<file path="src/rtl/sparse_polynomial_add_merge_core_defines.svh">
// Assertion macros for the sparse polynomial merge core.
// Each macro expects signals named clk and arst_n in the using module.
`ifndef SPARSE_POLYNOMIAL_ADD_MERGE_CORE_DEFINES_SVH
`define SPARSE_POLYNOMIAL_ADD_MERGE_CORE_DEFINES_SVH
`ifndef SYNTHESIS
`define SPADD_ASSERT_SAME(lbl, ante, cons, msg) \
	lbl: assert property (@(posedge clk) disable iff (!arst_n) (ante) |-> (cons)) \
		else $error(msg);
`define SPADD_ASSERT_NEXT(lbl, ante, cons, msg) \
	lbl: assert property (@(posedge clk) disable iff (!arst_n) (ante) |=> (cons)) \
		else $error(msg);
`else
`define SPADD_ASSERT_SAME(lbl, ante, cons, msg)
`define SPADD_ASSERT_NEXT(lbl, ante, cons, msg)
`endif
`endif

</file>
<file path="src/rtl/spadd_pkg.sv">
`default_nettype none
package spadd_pkg;

	localparam int EXP_W      = 16;
	localparam int COEF_W     = 32;
	localparam int SUM_W      = 33;
	localparam int S_DATA_W   = 48;
	localparam int S_USER_W   = 2;
	localparam int M_DATA_W   = 56;
	localparam int M_USER_W   = 2;
	localparam int M_PAD_W    = M_DATA_W - SUM_W - EXP_W;

	typedef enum logic [S_USER_W-1:0] {
		REQ_LOAD_FIRST  = 2'd0,
		REQ_LOAD_SECOND = 2'd1,
		REQ_MERGE       = 2'd2
	} req_t;

	typedef struct packed {
		logic signed [COEF_W-1:0] coefficient;
		logic        [EXP_W-1:0]  exponent;
	} term_t;

	typedef struct packed {
		logic load_first;
		logic load_second;
		logic start;
		logic fire;
	} cmd_t;

	typedef struct packed {
		logic out_free;
		logic last_next;
	} status_t;

endpackage
`default_nettype wire

</file>
<file path="src/rtl/spadd_ctrl.sv">
`default_nettype none
module spadd_ctrl (
	input  wire logic                             clk,
	input  wire logic                             arst_n,
	input  wire logic                             s_axis_tvalid,
	input  wire logic [spadd_pkg::S_USER_W-1:0]   s_axis_tuser,
	output logic                                  s_axis_tready,
	input  wire spadd_pkg::status_t               st,
	output spadd_pkg::cmd_t                       cmd
);

	typedef enum logic [1:0] {
		ST_IDLE,
		ST_FETCH,
		ST_DECIDE
	} state_t;

	state_t            state_q;
	logic              tready_q;
	logic              accept;
	spadd_pkg::req_t   req;

	assign s_axis_tready = tready_q;
	assign accept        = s_axis_tvalid && tready_q;
	assign req           = spadd_pkg::req_t'(s_axis_tuser);

	always_comb begin
		cmd             = '0;
		cmd.load_first  = accept && (req == spadd_pkg::REQ_LOAD_FIRST);
		cmd.load_second = accept && (req == spadd_pkg::REQ_LOAD_SECOND);
		cmd.start       = accept && (req == spadd_pkg::REQ_MERGE);
		cmd.fire        = (state_q == ST_DECIDE) && st.out_free;
	end

	always_ff @(posedge clk or negedge arst_n) begin
		if (!arst_n) begin
			state_q  <= ST_IDLE;
			tready_q <= 1'b1;
		end else begin
			case (state_q)
				ST_IDLE: begin
					if (cmd.start) begin
						state_q  <= ST_FETCH;
						tready_q <= 1'b0;
					end
				end
				ST_FETCH: begin
					state_q <= ST_DECIDE;
				end
				ST_DECIDE: begin
					if (cmd.fire) begin
						if (st.last_next) begin
							state_q  <= ST_IDLE;
							tready_q <= 1'b1;
						end else begin
							state_q <= ST_FETCH;
						end
					end
				end
				default: begin
					state_q  <= ST_IDLE;
					tready_q <= 1'b1;
				end
			endcase
		end
	end

endmodule
`default_nettype wire

</file>
<file path="src/rtl/spadd_datapath.sv">
`default_nettype none
`include "sparse_polynomial_add_merge_core_defines.svh"
module spadd_datapath #(
	parameter int MAX_TERMS = 32
) (
	input  wire logic                                clk,
	input  wire logic                                arst_n,
	input  wire spadd_pkg::cmd_t                     cmd,
	output spadd_pkg::status_t                       st,
	input  wire spadd_pkg::term_t                    load_term,
	input  wire logic                                out_ready,
	output logic                                     out_valid,
	output logic        [spadd_pkg::EXP_W-1:0]       out_exponent,
	output logic signed [spadd_pkg::SUM_W-1:0]       out_coefficient,
	output logic                                     out_last,
	output logic                                     out_empty,
	output logic                                     out_dropped
);

	localparam int IDX_W = (MAX_TERMS > 1) ? $clog2(MAX_TERMS) : 1;
	localparam int CNT_W = $clog2(MAX_TERMS + 1);

	spadd_pkg::term_t mem_a [MAX_TERMS];
	spadd_pkg::term_t mem_b [MAX_TERMS];

	spadd_pkg::term_t rd_a_q;
	spadd_pkg::term_t rd_b_q;

	logic [CNT_W-1:0] cnt_a_q;
	logic [CNT_W-1:0] cnt_b_q;
	logic [CNT_W-1:0] i_q;
	logic [CNT_W-1:0] j_q;
	logic             ovf_q;

	logic                                valid_q;
	logic        [spadd_pkg::EXP_W-1:0]  exp_q;
	logic signed [spadd_pkg::SUM_W-1:0]  coef_q;
	logic                                last_q;
	logic                                empty_q;
	logic                                dropped_q;

	logic                                a_left;
	logic                                b_left;
	logic                                sel_a;
	logic                                sel_b;
	logic                                a_room;
	logic                                b_room;
	logic signed [spadd_pkg::SUM_W-1:0]  add_a;
	logic signed [spadd_pkg::SUM_W-1:0]  add_b;
	logic signed [spadd_pkg::SUM_W-1:0]  sum;
	logic        [spadd_pkg::EXP_W-1:0]  exp_sel;
	logic        [CNT_W-1:0]             i_next;
	logic        [CNT_W-1:0]             j_next;

	assign a_room = cnt_a_q < CNT_W'(MAX_TERMS);
	assign b_room = cnt_b_q < CNT_W'(MAX_TERMS);
	assign a_left = i_q < cnt_a_q;
	assign b_left = j_q < cnt_b_q;

	assign sel_a = a_left && (!b_left || (rd_a_q.exponent >= rd_b_q.exponent));
	assign sel_b = b_left && (!a_left || (rd_b_q.exponent >= rd_a_q.exponent));

	assign add_a   = sel_a ? spadd_pkg::SUM_W'(rd_a_q.coefficient) : '0;
	assign add_b   = sel_b ? spadd_pkg::SUM_W'(rd_b_q.coefficient) : '0;
	assign sum     = add_a + add_b;
	assign exp_sel = sel_a ? rd_a_q.exponent : (sel_b ? rd_b_q.exponent : '0);

	assign i_next = i_q + CNT_W'(sel_a);
	assign j_next = j_q + CNT_W'(sel_b);

	always_comb begin
		st           = '0;
		st.out_free  = !valid_q || out_ready;
		st.last_next = (i_next >= cnt_a_q) && (j_next >= cnt_b_q);
	end

	always_ff @(posedge clk) begin
		if (cmd.load_first && a_room) begin
			mem_a[cnt_a_q[IDX_W-1:0]] <= load_term;
		end
		if (cmd.load_second && b_room) begin
			mem_b[cnt_b_q[IDX_W-1:0]] <= load_term;
		end
		rd_a_q <= mem_a[i_q[IDX_W-1:0]];
		rd_b_q <= mem_b[j_q[IDX_W-1:0]];
	end

	always_ff @(posedge clk or negedge arst_n) begin
		if (!arst_n) begin
			cnt_a_q <= '0;
			cnt_b_q <= '0;
			ovf_q   <= 1'b0;
			i_q     <= '0;
			j_q     <= '0;
			valid_q <= 1'b0;
		end else begin
			if (cmd.load_first) begin
				if (a_room) begin
					cnt_a_q <= cnt_a_q + CNT_W'(1);
				end else begin
					ovf_q <= 1'b1;
				end
			end
			if (cmd.load_second) begin
				if (b_room) begin
					cnt_b_q <= cnt_b_q + CNT_W'(1);
				end else begin
					ovf_q <= 1'b1;
				end
			end
			if (cmd.start) begin
				i_q <= '0;
				j_q <= '0;
			end
			if (cmd.fire) begin
				valid_q <= 1'b1;
				i_q     <= i_next;
				j_q     <= j_next;
				if (st.last_next) begin
					cnt_a_q <= '0;
					cnt_b_q <= '0;
					ovf_q   <= 1'b0;
				end
			end else if (out_ready) begin
				valid_q <= 1'b0;
			end
		end
	end

	always_ff @(posedge clk) begin
		if (cmd.fire) begin
			exp_q     <= exp_sel;
			coef_q    <= sum;
			empty_q   <= !a_left && !b_left;
			last_q    <= (a_left || b_left) && st.last_next;
			dropped_q <= (a_left || b_left) && ovf_q;
		end
	end

	assign out_valid       = valid_q;
	assign out_exponent    = exp_q;
	assign out_coefficient = coef_q;
	assign out_last        = last_q;
	assign out_empty       = empty_q;
	assign out_dropped     = dropped_q;

	`SPADD_ASSERT_SAME(a_fire_free, cmd.fire, !valid_q || out_ready, "result overwritten before transaction")
	`SPADD_ASSERT_NEXT(a_finish_clear, cmd.fire && st.last_next, (cnt_a_q == '0) && (cnt_b_q == '0) && !ovf_q, "counts not cleared after merge")
	`SPADD_ASSERT_NEXT(a_empty_marks, cmd.fire && !a_left && !b_left, valid_q && empty_q && !last_q && (coef_q == '0), "empty result malformed")
	`SPADD_ASSERT_SAME(a_no_load_merge, cmd.fire, !cmd.load_first && !cmd.load_second, "load during merge")

endmodule
`default_nettype wire

</file>
<file path="src/rtl/sparse_polynomial_add_merge_core.sv">
// Load transactions (first or second store) are taken one per cycle, also while a result waits.
// A merge transaction blocks intake; each result term is made by a store read, then a compare and
// emit into the output register once that register is free; an empty merge gives a single result.
// Reset clears both term counts, the drop flag and the output valid flag; store contents and
// the output data are not cleared, and store entries are only used below the counts.
`default_nettype none
module sparse_polynomial_add_merge_core #(
	parameter int MAX_TERMS = 32
) (
	input  wire logic                              clk,
	input  wire logic                              arst_n,
	input  wire logic                              s_axis_tvalid,
	output logic                                   s_axis_tready,
	// term_exponent [15:0], term_coefficient [47:16]
	input  wire logic [spadd_pkg::S_DATA_W-1:0]    s_axis_tdata,
	// req_type [1:0]
	input  wire logic [spadd_pkg::S_USER_W-1:0]    s_axis_tuser,
	output logic                                   m_axis_tvalid,
	input  wire logic                              m_axis_tready,
	// sum_exponent [15:0], sum_coefficient [48:16], zero [55:49]
	output logic [spadd_pkg::M_DATA_W-1:0]         m_axis_tdata,
	// both_empty [0], terms_dropped [1]
	output logic [spadd_pkg::M_USER_W-1:0]         m_axis_tuser,
	output logic                                   m_axis_tlast
);

	spadd_pkg::cmd_t                              cmd;
	spadd_pkg::status_t                           st;
	spadd_pkg::term_t                             load_term;
	logic        [spadd_pkg::EXP_W-1:0]           out_exponent;
	logic signed [spadd_pkg::SUM_W-1:0]           out_coefficient;
	logic                                         out_empty;
	logic                                         out_dropped;

	assign load_term = spadd_pkg::term_t'(s_axis_tdata);

	spadd_ctrl u_ctrl (
		.clk           (clk),
		.arst_n        (arst_n),
		.s_axis_tvalid (s_axis_tvalid),
		.s_axis_tuser  (s_axis_tuser),
		.s_axis_tready (s_axis_tready),
		.st            (st),
		.cmd           (cmd)
	);

	spadd_datapath #(
		.MAX_TERMS (MAX_TERMS)
	) u_datapath (
		.clk             (clk),
		.arst_n          (arst_n),
		.cmd             (cmd),
		.st              (st),
		.load_term       (load_term),
		.out_ready       (m_axis_tready),
		.out_valid       (m_axis_tvalid),
		.out_exponent    (out_exponent),
		.out_coefficient (out_coefficient),
		.out_last        (m_axis_tlast),
		.out_empty       (out_empty),
		.out_dropped     (out_dropped)
	);

	assign m_axis_tdata = {{spadd_pkg::M_PAD_W{1'b0}}, out_coefficient, out_exponent};
	assign m_axis_tuser = {out_dropped, out_empty};

endmodule
`default_nettype wire
</file>
<file path="config.mk">
export PLATFORM = sky130hd
export DESIGN_NAME = sparse_polynomial_add_merge_core
export DESIGN_NICKNAME = d
export VERILOG_FILES = /design/src/rtl/spadd_pkg.sv /design/src/rtl/spadd_ctrl.sv /design/src/rtl/spadd_datapath.sv /design/src/rtl/sparse_polynomial_add_merge_core.sv
export VERILOG_INCLUDE_DIRS = /design/src /design/src/rtl
export SDC_FILE = /design/constraint.sdc
export NUM_CORES = 2
export LEC_CHECK = 0
export BUFFER_PORTS_ARGS = -buffer_cell sky130_fd_sc_hd__buf_2
export CAP_MARGIN = 10
export CORE_AREA = 3 3 473 475
export DETAILED_ROUTE_END_ITERATION = 8
export DIE_AREA = 0 0 476 478
export PLACE_DENSITY_LB_ADDON = 0.2
export SYNTH_ARGS = -nofsm -noshare
export SYNTH_HDL_FRONTEND = slang
export SYNTH_SLANG_ARGS = --single-unit
</file>
<file path="constraint.sdc">
create_clock -name clk -period 5.2 [get_ports clk]
set_clock_uncertainty 0.2 [all_clocks]
set_input_delay 1.56 -clock clk [delete_from_list [all_inputs] [get_ports clk]]
set_output_delay 1.56 -clock clk [all_outputs]
set_load 0.1 [all_outputs]
</file>
==> flow_metrics.env <==
export IMPL_chipHeight_um=478
export IMPL_hold_ws_ns=0.296
export IMPL_design_area_mm2=0.143
export IMPL_timing_max_cap_violations=0
export IMPL_p_clk_share_pct=36.0
export IMPL_cpMaxStageDelayCell="fa_1"
export IMPL_crit_path_end_kind="flip-flop"
export IMPL_ys_flop_type="edfxtp_1"
export IMPL_synth_enable_flop_cells=3124
export IMPL_grt_antenna_before_repair=31
export IMPL_hold_depth=1
export IMPL_cts_sinks=3249
export IMPL_hpwl_mm=166
export IMPL_yosysWarnings=0
export IMPL_critical_path_max_fanout=26
export IMPL_synth_cell_types=72
export IMPL_start_util_pct=57.0
export IMPL_drc=0
export IMPL_internal_power_mw=48.4
export IMPL_insertion_delay_ns=0.94
export IMPL_cts_buffers=338
export IMPL_min_from="u_datapath.ovf_q"
export IMPL_worstReg2RegEnd="u_datapath.out_coefficient[28]"
export IMPL_wl_per_cell_um=33.2
export IMPL_outcome="completed"
export IMPL_dieWidth_um=476
export IMPL_r2r_slack_ns=0.28
export IMPL_yosysTopAreaCell="edfxtp_1"
export IMPL_ys_seq_elements=3249
export IMPL_grt_max_degree=142
export IMPL_fin_crit_sh_pct=94.5
export IMPL_slew_headroom_pct=12.9
export IMPL_cts_clk_slew_worst_paths_ns=0.06
export IMPL_grt_use_total_pct=28.0
export IMPL_vias=62200
export IMPL_p_sw_mw=16.1
export IMPL_final_antenna_net_count=0
export IMPL_pwr_share_seq_pct=45.7
export IMPL_vdd_drop_max_uv=436
export IMPL_hp_class="reg2reg"
export IMPL_syn_inst=5864
export IMPL_ys_async_sr_fraction_pct=0.893
export IMPL_portBuffers=107
export IMPL_num_rows=172
export IMPL_drtIter0Drc=7153
export IMPL_finalMaxSlewViolations=0
export IMPL_postLayoutSetupSlackWorst_ns=0.284
export IMPL_layout_drive_gt1_share_pct=25.9
export IMPL_io_pins=115
export IMPL_syn2layout_area_growth_pct=13.9
export IMPL_fmax_mhz=203
export IMPL_cts_tree="built"
export IMPL_critPathMaxStageDelay_ns=0.47
export IMPL_post_cts_setup_buffer_count=0
export IMPL_worstMarginPinSlew_ns=1.31
export IMPL_pre_cts_slack_ns=0.270
export IMPL_critPathLaunchType="flip-flop"
export IMPL_path_buf_inv=3
export IMPL_clockBufferDepth=4
export IMPL_rsz0062_at_grt="false"
export IMPL_root_buffer="clkbuf_16"
export IMPL_synth_area_leaders="edfxtp_1 (75%), mux4_2 (13%), mux2i_1 (2.4%)"
export IMPL_p_leak_nw=44.6
export IMPL_grt_pass1_vias=62800
export IMPL_cts_htree_levels=5
export IMPL_min_to="u_datapath.ovf_q"
export IMPL_grt_pass1_wl_mm=453
export IMPL_avgSynthCellArea_um2=21.4
export IMPL_seq_area_frac_synth_pct=77.0
export IMPL_power_frac_comb_pct=18.3
export IMPL_cp_cell_sequence="inv_1, ha_1, and4_1, nand2_1, nor2_1, o21ai_0, a21o_1, a221oi_4, buf_12, nor2_1, ha_1, fa_1, a21o_1, a221oi_1, nor4_1, o41a_1, o21ai_1, buf_4, o21ai_1, a21oi_1"
export IMPL_fin_nets=6397
export IMPL_core_mm2=0.220
export IMPL_finalHoldViolCount=0
export IMPL_critical_path_class="reg2reg"
export IMPL_globalplace_congestion=0.847
export IMPL_period_needed_ns=4.92
export IMPL_routed_wirelength_mm=315
export IMPL_setup_viol=0
export IMPL_critical_path_top_delay_family="compound AO/OA/AOI/OAI gates"
export IMPL_timing_rr_start="u_datapath.rd_b_q[11]"
export IMPL_syn_area_mm2=0.125
export IMPL_fin_setup_tns_ns=0
export IMPL_swShare_pct=25.0
export IMPL_design_die_area_mm2=0.228
export IMPL_first_pass_iters=6
export IMPL_placed_area_mm2=0.132
export IMPL_postLayoutCoreUtil_pct=64.9
export IMPL_cp_data_arrival_time_ns=5.49
export IMPL_synthDominantCellAreaShare_pct=74.9
export IMPL_r2r_cells=20
export IMPL_cp_required_ns=5.78
export IMPL_gr_total_overflow=0
export IMPL_via_per_inst=6.56
export IMPL_power_density_mw_per_mm2=452
==> placed cells by master (no fill, tap or decap), drive strengths merged, types with 29 or more instances in the layout <==
cell    Yosys  routed
o221ai    200     200
o21ai     119     119
and2       37      37
xnor2      30      30
mux2i     299     299
inv        42      48
o22ai      48      48
edfxtp   3124    3124
dfxtp      96      96
ha         82      82
mux2       48      48
a21oi      94      94
a21o       29      29
nor2      134     134
buf       147     367
clkinv      0     117
mux4      715     715
clkbuf    170     440
nand2     225     225
==> power by group through the flow <==
stage / sequential [mW] / clock [mW] / combinational (mW)
after floorplan: 29.8 / 0 / 8.79
after global placement: 30.0 / 0 / 11.8
after detailed placement: 30.0 / 0 / 11.9
after CTS: 29.5 / 23.6 / 12.0
after global routing: 29.5 / 24.6 / 12.7
final: 29.5 / 23.2 / 11.8
==> flip-flops by register name (all words and copies together), names as in the netlist, 2 cells and up <==
name and cells:
u_datapath.mem_b 1536, u_datapath.rd_b_q 48, u_datapath.cnt_a_q 6, u_ctrl.state_q 2
u_datapath.out_coefficient 33, u_datapath.cnt_b_q 6, u_datapath.rd_a_q 48, u_datapath.out_exponent 16
u_datapath.i_q 6, u_datapath.j_q 6, u_datapath.mem_a 1536
==> metal layers <==
layer	up-vias	wire (um)	track usage (%)
met5	-	69	0
li1	25400	-	-
met1	33100	120000	39.4
met3	623	28800	5.18
met4	10	10500	9.01
met2	3091	156000	45.0
==> kinds of logic after synthesis <==
group                      Yosys count  share of synthesized area, %
AOI/OAI and AO/OA                  569                          3.20
xor gates and xnor gates            41                         0.287
adders and majority gates           83                         0.835
buffers and inverters              359                          1.24
DFF                               3249                          77.0
muxes                             1062                          15.7
other                                1                       0.00299
and+or+nand+nor                    500                          1.76
==> area by class of cell <==
class	instances	area [um^2]
clock buffer	440	9180
fill	14300	77100
multi-input combinational	2262	27800
tap	2958	3700
clock inverter	155	1390
antenna	13	32.5
timing repair buffer	367	3900
inverter	42	159
sequential	3249	96500
==> Yosys cell counts (3+ instances only) <==
library cell and number:
nand2_1 225, buf_4 22, a31oi_1 5, dfxtp_1 96, a211oi_1 3, o21a_1 9, o211ai_1 4, mux4_2 715
a21o_1 29, nand2b_1 14, a21oi_1 94, nor2b_1 8, xnor2_1 30, dfrtp_1 28, buf_6 4, ha_1 82
nand4_1 8, clkbuf_1 170, or3_1 3, inv_1 39, o21ai_0 10, a22o_1 26, and3_1 4, o21bai_1 3
buf_1 43, nor2_1 134, o22ai_1 48, a21boi_1 3, mux2i_1 299, buf_2 78, nor4_1 5, nand3_1 27
and2_1 37, nor3_1 18, and4_1 4, o221ai_1 200, xor2_1 11, inv_2 3, or2_1 4, mux2_2 48
edfxtp_1 3124, o21ai_1 109
==> repair_timing <==
item                                    CTS  global route
hold buffers                              0             0
endpoints found under the setup margin    0             1
resized for setup                         0             2
==> through the flow <==
step                      power, mW  instances
after floorplan                38.6       5870
after global placement         41.8       8872
after detailed placement       41.9       8872
after CTS                      65.0       9467
after global routing           66.8       9476
final                          64.5       9486
==> how the worst max path moves through the flow <==
stage                                     start                              to  slack [ns]  cells past startpoint
after floorplan                 s_axis_tuser[1]         u_datapath.mem_a[15][0]       -1.22                      4
after global placement     u_datapath.rd_b_q[9]  u_datapath.out_coefficient[31]        0.32                     18
after detailed placement  u_datapath.cnt_a_q[1]  u_datapath.out_coefficient[29]        0.27                     17
after CTS                 u_datapath.cnt_a_q[1]  u_datapath.out_coefficient[29]        0.28                     17
after global routing      u_datapath.cnt_a_q[1]  u_datapath.out_coefficient[24]        0.03                     18
final                     u_datapath.rd_b_q[11]  u_datapath.out_coefficient[28]        0.28                     20
==> worst reg2reg max path, stage by stage, from the launching register on <==
cell      delay (ns)
dfxtp_1         0.33
inv_1           0.05
ha_1            0.29
and4_1          0.22
nand2_1         0.08
nor2_1          0.22
o21ai_0         0.14
a21o_1          0.26
a221oi_4        0.28
buf_12          0.23
nor2_1          0.12
ha_1            0.24
fa_1            0.47
a21o_1          0.23
a221oi_1        0.33
nor4_1          0.12
o41a_1          0.40
o21ai_1         0.20
buf_4           0.15
o21ai_1         0.06
a21oi_1         0.15
No activity file was read; power rests on OpenSTA's default activity.
